==> config.mk <==
export PLATFORM = sky130hd
export DESIGN_NAME = arq_flush_retransmit_scheduler_flat
export DESIGN_NICKNAME = d
export VERILOG_FILES = /design/src/hdl/arqfrs_pkg.sv /design/src/hdl/arqfrs_if.sv /design/src/hdl/arqfrs_seg_eval.sv /design/src/hdl/arq_flush_retransmit_scheduler.sv /design/src/flat_wrapper.sv
export VERILOG_INCLUDE_DIRS = /design/src /design/src/hdl
export SDC_FILE = /design/constraint.sdc
export NUM_CORES = 2
export LEC_CHECK = 0
export BUFFER_PORTS_ARGS = -buffer_cell sky130_fd_sc_hd__buf_2
export CAP_MARGIN = 20
export CORE_UTILIZATION = 30
export CTS_CLUSTER_DIAMETER = 80
export CTS_CLUSTER_SIZE = 14
export DETAILED_ROUTE_END_ITERATION = 7
export PLACE_DENSITY = 0.58
export SYNTH_ARGS = -nofsm -noshare
export SYNTH_HDL_FRONTEND = slang
export SYNTH_SLANG_ARGS = --single-unit
==> constraint.sdc <==
create_clock -name clk -period 10.9 [get_ports clk]
set_input_delay 1.635 -clock clk [delete_from_list [all_inputs] [get_ports clk]]
set_output_delay 1.635 -clock clk [all_outputs]
set_load 0.02 [all_outputs]
==> src/hdl/arq_flush_retransmit_scheduler_defines.svh <==
// ----------------------------------------------------------------------------
// Assertion macros for the retransmit scheduler
// Shared concurrent assertion forms, clocked on the rising edge and held off
// while the asynchronous reset is asserted.
// ----------------------------------------------------------------------------
`ifndef ARQ_FLUSH_RETRANSMIT_SCHEDULER_DEFINES_SVH
`define ARQ_FLUSH_RETRANSMIT_SCHEDULER_DEFINES_SVH

// A condition that must hold at every clock edge out of reset.
`define ARQFRS_ASSERT_ALWAYS(lbl, clk, rst_n, cond, msg) \
	lbl: assert property (@(posedge clk) disable iff (!rst_n) (cond)) else $error(msg);

// A condition that must hold in the cycle after a trigger.
`define ARQFRS_ASSERT_NEXT(lbl, clk, rst_n, ante, cons, msg) \
	lbl: assert property (@(posedge clk) disable iff (!rst_n) (ante) |=> (cons)) else $error(msg);

`endif

==> src/hdl/arqfrs_pkg.sv <==
`timescale 1ns / 1ps
// ----------------------------------------------------------------------------
// Retransmit scheduler package
// Payload types, register indexes, action codes and protocol constants.
// ----------------------------------------------------------------------------
package arqfrs_pkg;

	// Action codes carried in the input beat.
	localparam logic [1:0] ACT_TICK = 2'd0;
	localparam logic [1:0] ACT_SEG  = 2'd1;
	localparam logic [1:0] ACT_END  = 2'd2;

	// Configuration register indexes.
	localparam int CFG_IDX_W  = 3;
	localparam int CFG_DATA_W = 16;
	localparam logic [CFG_IDX_W-1:0] REG_NO_DELAY      = 3'd0;
	localparam logic [CFG_IDX_W-1:0] REG_FLUSH_IVL     = 3'd1;
	localparam logic [CFG_IDX_W-1:0] REG_FAST_ACKS     = 3'd2;
	localparam logic [CFG_IDX_W-1:0] REG_NO_CONGESTION = 3'd3;
	localparam logic [CFG_IDX_W-1:0] REG_SEND_WINDOW   = 3'd4;
	localparam logic [CFG_IDX_W-1:0] REG_DEAD_SENDS    = 3'd5;
	localparam logic [CFG_IDX_W-1:0] REG_MSS           = 3'd6;

	// Register reset values and flush interval bounds.
	localparam logic [12:0] FLUSH_IVL_RST   = 13'd100;
	localparam logic [12:0] FLUSH_IVL_MIN   = 13'd10;
	localparam logic [12:0] FLUSH_IVL_MAX   = 13'd5000;
	localparam logic [15:0] SEND_WINDOW_RST = 16'd32;
	localparam logic [7:0]  DEAD_SENDS_RST  = 8'd20;
	localparam logic [15:0] MSS_RST         = 16'd1376;

	// Timer and window constants.
	localparam int signed   RESYNC_MS      = 10000;
	localparam logic [31:0] NEXT_FLUSH_RST = 32'd100;
	localparam logic [17:0] PROBE_FIRST_MS = 18'd7000;
	localparam logic [17:0] PROBE_MAX_MS   = 18'd120000;
	localparam logic [15:0] THRESH_FLOOR   = 16'd2;

	typedef struct packed {
		logic [1:0]  action;
		logic [31:0] now_ms;
		logic [15:0] remote_window;
		logic [7:0]  seg_send_count;
		logic [31:0] seg_timeout;
		logic [31:0] seg_resend_time;
		logic [7:0]  seg_skip_acks;
		logic [15:0] base_timeout;
		logic [15:0] in_flight;
	} item_t;

	typedef struct packed {
		logic        flush_now;
		logic        ask_window_probe;
		logic        need_send;
		logic [7:0]  new_send_count;
		logic [31:0] new_timeout;
		logic [31:0] new_resend_time;
		logic [7:0]  new_skip_acks;
		logic        link_dead;
		logic [15:0] effective_window;
		logic [15:0] congestion_window;
		logic [15:0] slow_start_threshold;
		logic [31:0] byte_credit;
	} result_t;

	// Context the segment evaluator needs from the scheduler state.
	typedef struct packed {
		logic        started;
		logic [31:0] now;
		logic        no_delay;
		logic [7:0]  fast_acks;
		logic [7:0]  dead_sends;
	} seg_ctl_t;

	// Segment decision handed back to the scheduler.
	typedef struct packed {
		logic        send;
		logic [7:0]  cnt;
		logic [31:0] tmo;
		logic [31:0] due;
		logic [7:0]  skip;
		logic        loss;
		logic        fast;
		logic        dead;
	} seg_res_t;

endpackage

==> src/hdl/arqfrs_if.sv <==
`timescale 1ns / 1ps
// ----------------------------------------------------------------------------
// Retransmit scheduler channels
// Valid/ready channels for input beats, result beats and register writes.
// ----------------------------------------------------------------------------
interface arqfrs_item_if;
	logic                valid;
	logic                ready;
	arqfrs_pkg::item_t   data;
	modport source (output valid, output data, input ready);
	modport sink (input valid, input data, output ready);
endinterface

interface arqfrs_result_if;
	logic                valid;
	logic                ready;
	arqfrs_pkg::result_t data;
	modport source (output valid, output data, input ready);
	modport sink (input valid, input data, output ready);
endinterface

interface arqfrs_cfg_if;
	logic                              valid;
	logic                              ready;
	logic [arqfrs_pkg::CFG_IDX_W-1:0]  index;
	logic [arqfrs_pkg::CFG_DATA_W-1:0] data;
	modport source (output valid, output index, output data, input ready);
	modport sink (input valid, input index, input data, output ready);
endinterface

==> src/hdl/arqfrs_seg_eval.sv <==
`timescale 1ns / 1ps
// ----------------------------------------------------------------------------
// Segment send decision
// Decides first send, timeout resend or fast resend for one segment and
// forms its updated counters.
// ----------------------------------------------------------------------------
module arqfrs_seg_eval (
	input  arqfrs_pkg::item_t    item,
	input  arqfrs_pkg::seg_ctl_t ctl,
	output arqfrs_pkg::seg_res_t res
);

	logic [31:0] margin;
	logic [31:0] elapsed;
	logic        timed_out;
	logic [31:0] inc;
	logic [32:0] tmo_sum;
	logic [7:0]  cnt_inc;
	logic        fast_hit;

	assign margin    = ctl.no_delay ? 32'd0 : {19'd0, item.base_timeout[15:3]};
	assign elapsed   = ctl.now - item.seg_resend_time;
	assign timed_out = !elapsed[31];
	assign inc       = ctl.no_delay ? {17'd0, item.base_timeout[15:1]}
		: {16'd0, item.base_timeout};
	assign tmo_sum   = {1'b0, item.seg_timeout} + {1'b0, inc};
	assign cnt_inc   = (item.seg_send_count == 8'hff) ? 8'hff : item.seg_send_count + 8'd1;
	assign fast_hit  = (ctl.fast_acks != 8'd0) && (item.seg_skip_acks >= ctl.fast_acks);

	always_comb begin
		res.send = 1'b0;
		res.cnt  = item.seg_send_count;
		res.tmo  = item.seg_timeout;
		res.due  = item.seg_resend_time;
		res.skip = item.seg_skip_acks;
		res.loss = 1'b0;
		res.fast = 1'b0;
		if (ctl.started) begin
			priority if (item.seg_send_count == 8'd0) begin
				res.send = 1'b1;
				res.cnt  = 8'd1;
				res.tmo  = {16'd0, item.base_timeout};
				res.due  = ctl.now + {16'd0, item.base_timeout} + margin;
			end else if (timed_out) begin
				res.send = 1'b1;
				res.cnt  = cnt_inc;
				res.loss = 1'b1;
				// On saturation the due time is the current time plus all ones.
				if (tmo_sum[32]) begin
					res.tmo = 32'hffff_ffff;
					res.due = ctl.now - 32'd1;
				end else begin
					res.tmo = tmo_sum[31:0];
					res.due = ctl.now + item.seg_timeout + inc;
				end
			end else if (fast_hit) begin
				res.send = 1'b1;
				res.cnt  = cnt_inc;
				res.skip = 8'd0;
				res.due  = ctl.now + item.seg_timeout;
				res.fast = 1'b1;
			end else begin
				// Not due yet: the counters are passed through unchanged.
			end
		end
		res.dead = res.send && (res.cnt >= ctl.dead_sends);
	end

endmodule

==> src/hdl/arq_flush_retransmit_scheduler.sv <==
`timescale 1ns / 1ps
// ----------------------------------------------------------------------------
// Retransmit scheduler top level
// Flush timer, zero-window probe backoff, segment send decisions and the
// congestion cuts applied at the end of a flush.
// ----------------------------------------------------------------------------
// Usage: the host sends beats on the item channel. A tick beat carries the
// time and the peer window; a segment check beat carries one buffered
// segment's counters; an end-of-flush beat carries the in-flight count.
// Every accepted beat yields exactly one result beat on the result channel,
// in order. Registers are written on the cfg channel, which is always ready;
// writes are expected only while no beat is in flight.
// An accepted beat is registered in the input stage, and its result is then
// registered in the result register. Throughput is one beat per cycle while
// the result receiver does not stall; the whole decision is a single pass of
// compare, add and multiply logic between the input stage and the result register.
// Reset clears both stages, restores the register defaults and puts the
// scheduler in its not-started state. When the result receiver stalls, the
// result register holds, the input stage fills, and the item channel drops
// ready only once both stages are occupied.
// ----------------------------------------------------------------------------
`include "arq_flush_retransmit_scheduler_defines.svh"

module arq_flush_retransmit_scheduler (
	input  logic               clk,
	input  logic               arst_n,
	arqfrs_item_if.sink        item,
	arqfrs_result_if.source    result,
	arqfrs_cfg_if.sink         cfg
);

	// Configuration registers.
	logic        no_delay_q;
	logic [12:0] flush_ivl_q;
	logic [7:0]  fast_acks_q;
	logic        no_cong_q;
	logic [15:0] send_win_q;
	logic [7:0]  dead_sends_q;
	logic [15:0] mss_q;

	// Scheduler state.
	logic        started_q;
	logic [31:0] cur_time_q;
	logic [31:0] next_flush_q;
	logic [16:0] probe_wait_q;
	logic [31:0] probe_due_q;
	logic [15:0] latched_win_q;
	logic        loss_q;
	logic        fast_q;
	logic [15:0] cwnd_q;
	logic [15:0] ssthresh_q;
	logic [31:0] credit_q;
	logic        dead_q;

	// Input stage and result register.
	logic                valid_s1;
	arqfrs_pkg::item_t   data_s1;
	logic                out_valid_q;
	arqfrs_pkg::result_t out_q;
	logic                advance;

	// The input stage moves on when the result register is free or drains.
	assign advance      = valid_s1 && (!out_valid_q || result.ready);
	assign item.ready   = !valid_s1 || advance;
	assign result.valid = out_valid_q;
	assign result.data  = out_q;
	assign cfg.ready    = 1'b1;

	always_ff @(posedge clk or negedge arst_n) begin
		if (!arst_n) begin
			valid_s1 <= 1'b0;
		end else if (item.ready) begin
			valid_s1 <= item.valid;
		end
	end

	always_ff @(posedge clk) begin
		if (item.valid && item.ready) begin
			data_s1 <= item.data;
		end
	end

	// Flush interval writes are clamped into the legal range.
	logic [12:0] ivl_wr;

	always_comb begin
		ivl_wr = cfg.data[12:0];
		if (ivl_wr > arqfrs_pkg::FLUSH_IVL_MAX) begin
			ivl_wr = arqfrs_pkg::FLUSH_IVL_MAX;
		end
		if (ivl_wr < arqfrs_pkg::FLUSH_IVL_MIN) begin
			ivl_wr = arqfrs_pkg::FLUSH_IVL_MIN;
		end
	end

	always_ff @(posedge clk or negedge arst_n) begin
		if (!arst_n) begin
			no_delay_q   <= 1'b0;
			flush_ivl_q  <= arqfrs_pkg::FLUSH_IVL_RST;
			fast_acks_q  <= 8'd0;
			no_cong_q    <= 1'b0;
			send_win_q   <= arqfrs_pkg::SEND_WINDOW_RST;
			dead_sends_q <= arqfrs_pkg::DEAD_SENDS_RST;
			mss_q        <= arqfrs_pkg::MSS_RST;
		end else if (cfg.valid) begin
			unique case (cfg.index)
				arqfrs_pkg::REG_NO_DELAY: begin
					no_delay_q <= cfg.data[0];
				end
				arqfrs_pkg::REG_FLUSH_IVL: begin
					flush_ivl_q <= ivl_wr;
				end
				arqfrs_pkg::REG_FAST_ACKS: begin
					fast_acks_q <= cfg.data[7:0];
				end
				arqfrs_pkg::REG_NO_CONGESTION: begin
					no_cong_q <= cfg.data[0];
				end
				arqfrs_pkg::REG_SEND_WINDOW: begin
					// A zero send window is not accepted.
					if (cfg.data != '0) begin
						send_win_q <= cfg.data;
					end
				end
				arqfrs_pkg::REG_DEAD_SENDS: begin
					dead_sends_q <= cfg.data[7:0];
				end
				arqfrs_pkg::REG_MSS: begin
					mss_q <= cfg.data;
				end
				default: begin
				end
			endcase
		end
	end

	// ------------------------------------------------------------------
	// Tick: wrap-safe flush timer. Time differences are taken modulo 2^32
	// and read as signed, so the timer survives the millisecond counter
	// wrapping. A schedule that lags the current time by ten seconds or more,
	// or leads it by more than ten seconds, is pulled back to the current time.
	// ------------------------------------------------------------------
	logic [31:0]        now;
	logic [31:0]        nf_base;
	logic signed [31:0] slap;
	logic               resync;
	logic               flush_due;
	logic [31:0]        nf_step;
	logic [31:0]        nf_check;
	logic [31:0]        nf_tick;

	assign now       = data_s1.now_ms;
	assign nf_base   = started_q ? next_flush_q : now;
	assign slap      = $signed(now - nf_base);
	assign resync    = (slap >= arqfrs_pkg::RESYNC_MS) || (slap < -arqfrs_pkg::RESYNC_MS);
	assign flush_due = resync || !slap[31];
	assign nf_step   = (resync ? now : nf_base) + {19'd0, flush_ivl_q};
	assign nf_check  = now - nf_step;
	// If the schedule is still behind after one step, restart from now.
	assign nf_tick   = flush_due ? (nf_check[31] ? nf_step : now + {19'd0, flush_ivl_q})
		: nf_base;

	// Zero-window probe backoff: 7 s first wait, then grow by half each
	// time the wait expires, capped at 120 s.
	logic [31:0] probe_elapsed;
	logic [17:0] probe_lo;
	logic [17:0] probe_grow;
	logic [17:0] probe_next;
	logic [16:0] probe_wait_tick;
	logic [31:0] probe_due_tick;
	logic        ask_tick;

	assign probe_elapsed = now - probe_due_q;
	assign probe_lo      = ({1'b0, probe_wait_q} < arqfrs_pkg::PROBE_FIRST_MS)
		? arqfrs_pkg::PROBE_FIRST_MS : {1'b0, probe_wait_q};
	assign probe_grow    = probe_lo + {1'b0, probe_lo[17:1]};
	assign probe_next    = (probe_grow > arqfrs_pkg::PROBE_MAX_MS)
		? arqfrs_pkg::PROBE_MAX_MS : probe_grow;

	always_comb begin
		probe_wait_tick = probe_wait_q;
		probe_due_tick  = probe_due_q;
		ask_tick        = 1'b0;
		if (data_s1.remote_window == 16'd0) begin
			priority if (probe_wait_q == 17'd0) begin
				probe_wait_tick = arqfrs_pkg::PROBE_FIRST_MS[16:0];
				probe_due_tick  = now + {14'd0, arqfrs_pkg::PROBE_FIRST_MS};
			end else if (!probe_elapsed[31]) begin
				probe_wait_tick = probe_next[16:0];
				probe_due_tick  = now + {14'd0, probe_next};
				ask_tick        = 1'b1;
			end else begin
				// The current probe wait has not run out yet.
			end
		end else begin
			probe_wait_tick = 17'd0;
			probe_due_tick  = 32'd0;
		end
	end

	// Effective window: local and peer windows, and the congestion window
	// unless congestion control is switched off.
	logic [15:0] win_peer;
	logic [15:0] win_tick;

	assign win_peer = (send_win_q < data_s1.remote_window) ? send_win_q : data_s1.remote_window;
	assign win_tick = (!no_cong_q && (cwnd_q < win_peer)) ? cwnd_q : win_peer;

	// ------------------------------------------------------------------
	// Segment check.
	// ------------------------------------------------------------------
	arqfrs_pkg::seg_ctl_t seg_ctl;
	arqfrs_pkg::seg_res_t seg_res;

	assign seg_ctl.started    = started_q;
	assign seg_ctl.now        = cur_time_q;
	assign seg_ctl.no_delay   = no_delay_q;
	assign seg_ctl.fast_acks  = fast_acks_q;
	assign seg_ctl.dead_sends = dead_sends_q;

	arqfrs_seg_eval u_seg_eval (
		.item (data_s1),
		.ctl  (seg_ctl),
		.res  (seg_res)
	);

	// ------------------------------------------------------------------
	// End of flush: a fast resend halves the threshold from the in-flight
	// count and opens the window by the fast-resend count; a loss halves
	// the threshold from the latched window and collapses the window to one
	// segment. A loss wins when both happened; with neither, a shut window opens to one segment.
	// ------------------------------------------------------------------
	logic [15:0] ss_fast;
	logic [16:0] cw_sum;
	logic [15:0] cw_fast;
	logic [31:0] credit_fast;
	logic [15:0] ss_loss;

	assign ss_fast     = (data_s1.in_flight[15:1] < arqfrs_pkg::THRESH_FLOOR)
		? arqfrs_pkg::THRESH_FLOOR : {1'b0, data_s1.in_flight[15:1]};
	assign cw_sum      = {1'b0, ss_fast} + {9'd0, fast_acks_q};
	// With fast resend off the opening is all ones, so the window saturates.
	assign cw_fast     = ((fast_acks_q == 8'd0) || cw_sum[16]) ? 16'hffff : cw_sum[15:0];
	assign credit_fast = {16'd0, cw_fast} * {16'd0, mss_q};
	assign ss_loss     = (latched_win_q[15:1] < arqfrs_pkg::THRESH_FLOOR)
		? arqfrs_pkg::THRESH_FLOOR : {1'b0, latched_win_q[15:1]};

	// ------------------------------------------------------------------
	// Next state and result.
	// ------------------------------------------------------------------
	logic                started_d;
	logic [31:0]         cur_time_d;
	logic [31:0]         next_flush_d;
	logic [16:0]         probe_wait_d;
	logic [31:0]         probe_due_d;
	logic [15:0]         latched_win_d;
	logic                loss_d;
	logic                fast_d;
	logic [15:0]         cwnd_d;
	logic [15:0]         ssthresh_d;
	logic [31:0]         credit_d;
	logic                dead_d;
	arqfrs_pkg::result_t res_d;

	always_comb begin
		started_d     = started_q;
		cur_time_d    = cur_time_q;
		next_flush_d  = next_flush_q;
		probe_wait_d  = probe_wait_q;
		probe_due_d   = probe_due_q;
		latched_win_d = latched_win_q;
		loss_d        = loss_q;
		fast_d        = fast_q;
		cwnd_d        = cwnd_q;
		ssthresh_d    = ssthresh_q;
		credit_d      = credit_q;
		dead_d        = dead_q;
		res_d         = '0;

		unique case (data_s1.action)
			arqfrs_pkg::ACT_TICK: begin
				started_d    = 1'b1;
				cur_time_d   = now;
				next_flush_d = nf_tick;
				if (flush_due) begin
					res_d.flush_now        = 1'b1;
					res_d.ask_window_probe = ask_tick;
					loss_d        = 1'b0;
					fast_d        = 1'b0;
					probe_wait_d  = probe_wait_tick;
					probe_due_d   = probe_due_tick;
					latched_win_d = win_tick;
				end
			end
			arqfrs_pkg::ACT_SEG: begin
				res_d.need_send       = seg_res.send;
				res_d.new_send_count  = seg_res.cnt;
				res_d.new_timeout     = seg_res.tmo;
				res_d.new_resend_time = seg_res.due;
				res_d.new_skip_acks   = seg_res.skip;
				loss_d = loss_q || seg_res.loss;
				fast_d = fast_q || seg_res.fast;
				dead_d = dead_q || seg_res.dead;
			end
			arqfrs_pkg::ACT_END: begin
				if (started_q) begin
					priority if (loss_q) begin
						ssthresh_d = ss_loss;
						cwnd_d     = 16'd1;
						credit_d   = {16'd0, mss_q};
					end else if (fast_q) begin
						ssthresh_d = ss_fast;
						cwnd_d     = cw_fast;
						credit_d   = credit_fast;
					end else if (cwnd_q == 16'd0) begin
						cwnd_d   = 16'd1;
						credit_d = {16'd0, mss_q};
					end else begin
						// No cut was called for and the window is open.
					end
				end
			end
			default: begin
			end
		endcase

		res_d.link_dead            = dead_d;
		res_d.effective_window     = latched_win_d;
		res_d.congestion_window    = cwnd_d;
		res_d.slow_start_threshold = ssthresh_d;
		res_d.byte_credit          = credit_d;
	end

	always_ff @(posedge clk or negedge arst_n) begin
		if (!arst_n) begin
			started_q     <= 1'b0;
			cur_time_q    <= 32'd0;
			next_flush_q  <= arqfrs_pkg::NEXT_FLUSH_RST;
			probe_wait_q  <= 17'd0;
			probe_due_q   <= 32'd0;
			latched_win_q <= 16'd0;
			loss_q        <= 1'b0;
			fast_q        <= 1'b0;
			cwnd_q        <= 16'd0;
			ssthresh_q    <= arqfrs_pkg::THRESH_FLOOR;
			credit_q      <= 32'd0;
			dead_q        <= 1'b0;
		end else if (advance) begin
			started_q     <= started_d;
			cur_time_q    <= cur_time_d;
			next_flush_q  <= next_flush_d;
			probe_wait_q  <= probe_wait_d;
			probe_due_q   <= probe_due_d;
			latched_win_q <= latched_win_d;
			loss_q        <= loss_d;
			fast_q        <= fast_d;
			cwnd_q        <= cwnd_d;
			ssthresh_q    <= ssthresh_d;
			credit_q      <= credit_d;
			dead_q        <= dead_d;
		end
	end

	// Result register.
	always_ff @(posedge clk or negedge arst_n) begin
		if (!arst_n) begin
			out_valid_q <= 1'b0;
		end else if (!out_valid_q || result.ready) begin
			out_valid_q <= valid_s1;
		end
	end

	always_ff @(posedge clk) begin
		if (advance) begin
			out_q <= res_d;
		end
	end

	// ------------------------------------------------------------------
	// Assertions.
	// ------------------------------------------------------------------
	logic ss_ok;
	logic probe_ok;
	logic ivl_ok;
	logic s1_stall;

	assign ss_ok    = ssthresh_q >= arqfrs_pkg::THRESH_FLOOR;
	assign probe_ok = {1'b0, probe_wait_q} <= arqfrs_pkg::PROBE_MAX_MS;
	assign ivl_ok   = (flush_ivl_q >= arqfrs_pkg::FLUSH_IVL_MIN)
		&& (flush_ivl_q <= arqfrs_pkg::FLUSH_IVL_MAX);
	assign s1_stall = valid_s1 && !advance;

	`ARQFRS_ASSERT_ALWAYS(a_ssthresh_floor, clk, arst_n, ss_ok, "threshold below floor")
	`ARQFRS_ASSERT_ALWAYS(a_probe_cap, clk, arst_n, probe_ok, "probe wait above cap")
	`ARQFRS_ASSERT_ALWAYS(a_ivl_range, clk, arst_n, ivl_ok, "flush interval out of range")
	`ARQFRS_ASSERT_NEXT(a_dead_sticky, clk, arst_n, dead_q, dead_q, "dead link flag cleared")
	`ARQFRS_ASSERT_NEXT(a_s1_hold, clk, arst_n, s1_stall, valid_s1 && $stable(data_s1), "beat lost")

endmodule
==> src/flat_wrapper.sv <==
// flat-port wrapper written by rule: the top's interface ports become plain ports
module arq_flush_retransmit_scheduler_flat 
  (clk, arst_n, item_valid, item_data, item_ready, result_valid, result_data, result_ready, cfg_valid, cfg_index, cfg_data, cfg_ready);
  arqfrs_item_if item_i ();
  arqfrs_result_if result_i ();
  arqfrs_cfg_if cfg_i ();
  input  logic clk;
  input  logic arst_n;
  input wire logic [$bits(item_i.valid)-1:0] item_valid;
  input wire logic [$bits(item_i.data)-1:0] item_data;
  output wire logic [$bits(item_i.ready)-1:0] item_ready;
  output wire logic [$bits(result_i.valid)-1:0] result_valid;
  output wire logic [$bits(result_i.data)-1:0] result_data;
  input wire logic [$bits(result_i.ready)-1:0] result_ready;
  input wire logic [$bits(cfg_i.valid)-1:0] cfg_valid;
  input wire logic [$bits(cfg_i.index)-1:0] cfg_index;
  input wire logic [$bits(cfg_i.data)-1:0] cfg_data;
  output wire logic [$bits(cfg_i.ready)-1:0] cfg_ready;
  assign item_i.valid = item_valid;
  assign item_i.data = item_data;
  assign item_ready = item_i.ready;
  assign result_valid = result_i.valid;
  assign result_data = result_i.data;
  assign result_i.ready = result_ready;
  assign cfg_i.valid = cfg_valid;
  assign cfg_i.index = cfg_index;
  assign cfg_i.data = cfg_data;
  assign cfg_ready = cfg_i.ready;
  arq_flush_retransmit_scheduler u_core (.clk(clk), .arst_n(arst_n), .item(item_i), .result(result_i), .cfg(cfg_i));
endmodule
==> results.json <==
{
  "dp_hpwl_um": 130000,
  "cts_buffers": 59,
  "cts_tree": "yes",
  "slew-limit-headroom": 0.308,
  "cts-root-buf": "clkbuf_16",
  "wl_per_cell_um": 21.6,
  "grt_start_max_net_pins": 128,
  "end_kind": "register",
  "die_h_um": 410,
  "clock_path_buffers": 3,
  "max_cap_viol_count": 0,
  "synth_edf_count": 325,
  "path_class": "reg -> reg",
  "worst_slew_pin_slew_ns": 1.03,
  "nets": 6461,
  "antenna_found_initial": 24,
  "slowest_delay_ns": 0.60,
  "path_max_fanout": 17,
  "status": "finished, violations left",
  "syn_area_per_cell_um2": 9.35,
  "seq_area_frac_synth": 0.327,
  "layout_common_cells": "nand2_1 (636), inv_1 (433), ha_1 (427)",
  "ys.flop_type": "edfxtp_1",
  "crit_required_ns": 11.53,
  "final_common_cell": "nand2_1",
  "dr_wl_met3_um": 11500,
  "critPathSlowestCell": "dfrtp_4",
  "cts-hold-fix-buffers": 0,
  "hold_violations": 0,
  "max_freq_ghz": 0.0974,
  "drv_slew": 0,
  "path_clk_slew_ns": 0.07,
  "min_period_ns": 10.26,
  "synth_warnings": 0,
  "rsz0062_at_grt": "no",
  "clk_latency_ns": 0.70,
  "grt_pass1_vias": 41149,
  "drt-total-wl_um": 170000,
  "core_mm2": 0.165,
  "m1WireLength_um": 78900,
  "crit_top_cell": "a21o_1",
  "setup_viol": 0,
  "synth.ff_latch_count": 587,
  "layout-drive-gt1-share": 0.137,
  "drt.antenna.violating_nets": 0,
  "grt_pass1_wl_um": 256000,
  "cts.htree.levels": 2,
  "gr-total-overflow": 0,
  "grtUsageTotal": 0.197,
  "die_w_um": 410,
  "cp-start-kind": "register",
  "yosysUniqueCellTypes": 97,
  "rrSetupSlack_ns": 0.64,
  "setup-tns-final_ns": 0,
  "period_share": 0.942,
  "drc": 63,
  "first_pass_iters": 8,
  "initial_core_util": 0.303,
  "top_layer": "met5",
  "io_buffers": 350,
  "vias": 42147,
  "ios": 353,
  "area_delta_synth_final_pct": 13.2,
  "regArea_mm2": 0.0163,
  "clock-sinks": 587,
  "hp-class": "reg -> reg",
  "mappedNetlistNets": 6181,
  "rows": 149,
  "synthCells": 5350,
  "wl_met2_um": 74700,
  "drt_iter0_drc": 3308,
  "multi_input_area_mm2": 0.0312,
  "fill_cells": 16887,
  "syn_area_mm2": 0.0500,
  "skew_ns": 0.0394,
  "gp_congestion": 0.933,
  "die-area_mm2": 0.168,
  "violations": "DRC",
  "ys_async_sr_fraction": 0.446,
  "cp.arrival_ns": 10.89,
  "vias_per_cell": 5.35
}
sequential cells by signal, summed over array words and instances, names as in the netlist, 8 cells and up:
name,count
u_core.result.data,164
u_core.data_s1,129
u_core.credit_q,32
u_core.cur_time_q,32
u_core.next_flush_q,32
u_core.now,32
u_core.probe_due_q,32
u_core.probe_wait_q,17
u_core.cwnd_q,16
u_core.latched_win_q,16
u_core.mss_q,16
u_core.send_win_q,16
u_core.ssthresh_q,16
u_core.flush_ivl_q,13
u_core.dead_sends_q,8
u_core.fast_acks_q,8
Yosys cell counts, types with 60 or more instances:
| cell | number | share of area |
|---|---|---|
| a22o_1 | 65 | 0.011 |
| o21ai_0 | 282 | 0.028 |
| a21oi_1 | 243 | 0.024 |
| clkbuf_1 | 206 | 0.015 |
| xnor2_1 | 183 | 0.032 |
| dfrtp_1 | 248 | 0.12 |
| fa_1 | 217 | 0.087 |
| xor2_1 | 122 | 0.021 |
| nand3_1 | 97 | 0.0097 |
| nand2_1 | 637 | 0.048 |
| and2_1 | 167 | 0.021 |
| nor2_1 | 290 | 0.022 |
| nand2b_1 | 77 | 0.0096 |
| ha_1 | 428 | 0.11 |
| edfxtp_1 | 325 | 0.20 |
| inv_1 | 434 | 0.033 |
| nor3_1 | 99 | 0.0099 |
| nor2b_1 | 60 | 0.0075 |
| mux2_2 | 98 | 0.022 |
| a21o_1 | 119 | 0.018 |
| mux2i_1 | 101 | 0.020 |
routing by layer:
layer,global-route usage,vias to the layer above
li1,-,19512
met1,0.282,20835
met2,0.307,1502
met3,0.0288,270
met4,0.0553,28
met5,0,-
timing repair:
action | 4_1_cts | 5_1_grt
buffers inserted | 0 | 3
setup endpoints to repair | 0 | 32
resized for setup | 0 | 22
final cells by class:
class / count / area share
Antenna cell: 4 / 0.000177
Clock buffer: 87 / 0.0291
Clock inverter: 23 / 0.00473
Inverter: 435 / 0.0290
Multi-Input combinational cell: 4075 / 0.551
Sequential cell: 587 / 0.289
Tap cell: 2189 / 0.0484
Timing Repair Buffer: 472 / 0.0488
worst max-delay path, delay by kind of cell, from the launching register on:
family,cells,cell delay [ns]
AOI/OAI and AO/OA,21,4.23
and+or+nand+nor,7,1.80
adders and majority gates,5,1.48
buffers and inverters,6,0.89
muxes,3,0.65
DFF,1,0.60
xor gates and xnor gates,3,0.50
logic make-up (layout without fill, tap and decap cells):
kind of cell    after synthesis  after routing  synth area share
simple gates               1681           1681             0.162
xor+xnor                    305            305            0.0534
other cells                   2              6          0.000150
buf+inv                     688           1017            0.0531
flops                       587            587             0.327
compound gates             1228           1228             0.165
mux                         214            214            0.0468
fa+ha+maj                   645            645             0.194
stage by stage:
step | utilization | setup slack, ns | cells | hold WS, ns | cell area, um2
after floorplan | - | 0.455 | 5350 | 0.420 | 50000
after global placement | 0.330 | 0.286 | 7751 | 0.430 | 54500
after detailed placement | 0.330 | 0.291 | 7753 | 0.438 | 54500
after CTS | 0.342 | 0.237 | 7863 | 0.454 | 56500
after global routing | 0.343 | 0.0319 | 7868 | 0.491 | 56600
final | 0.343 | 0.637 | 7872 | 0.453 | 56600
final timing paths:
kind                                      endpoint              from  depth (start not counted)
min reg2reg                          u_core.dead_q     u_core.dead_q                          1
max reg2reg                u_core.next_flush_q[20]  u_core.started_q                         45
min in group asynchronous      u_core.credit_q[20]            arst_n                          1
max                        u_core.next_flush_q[20]  u_core.started_q                         45
min                                  u_core.dead_q     u_core.dead_q                          1
max in group asynchronous         u_core.started_q            arst_n                          3
Power is left out: the tool's default activity adds up to more than one toggle a clock period on the data nets, which glitch-free logic cannot reach.
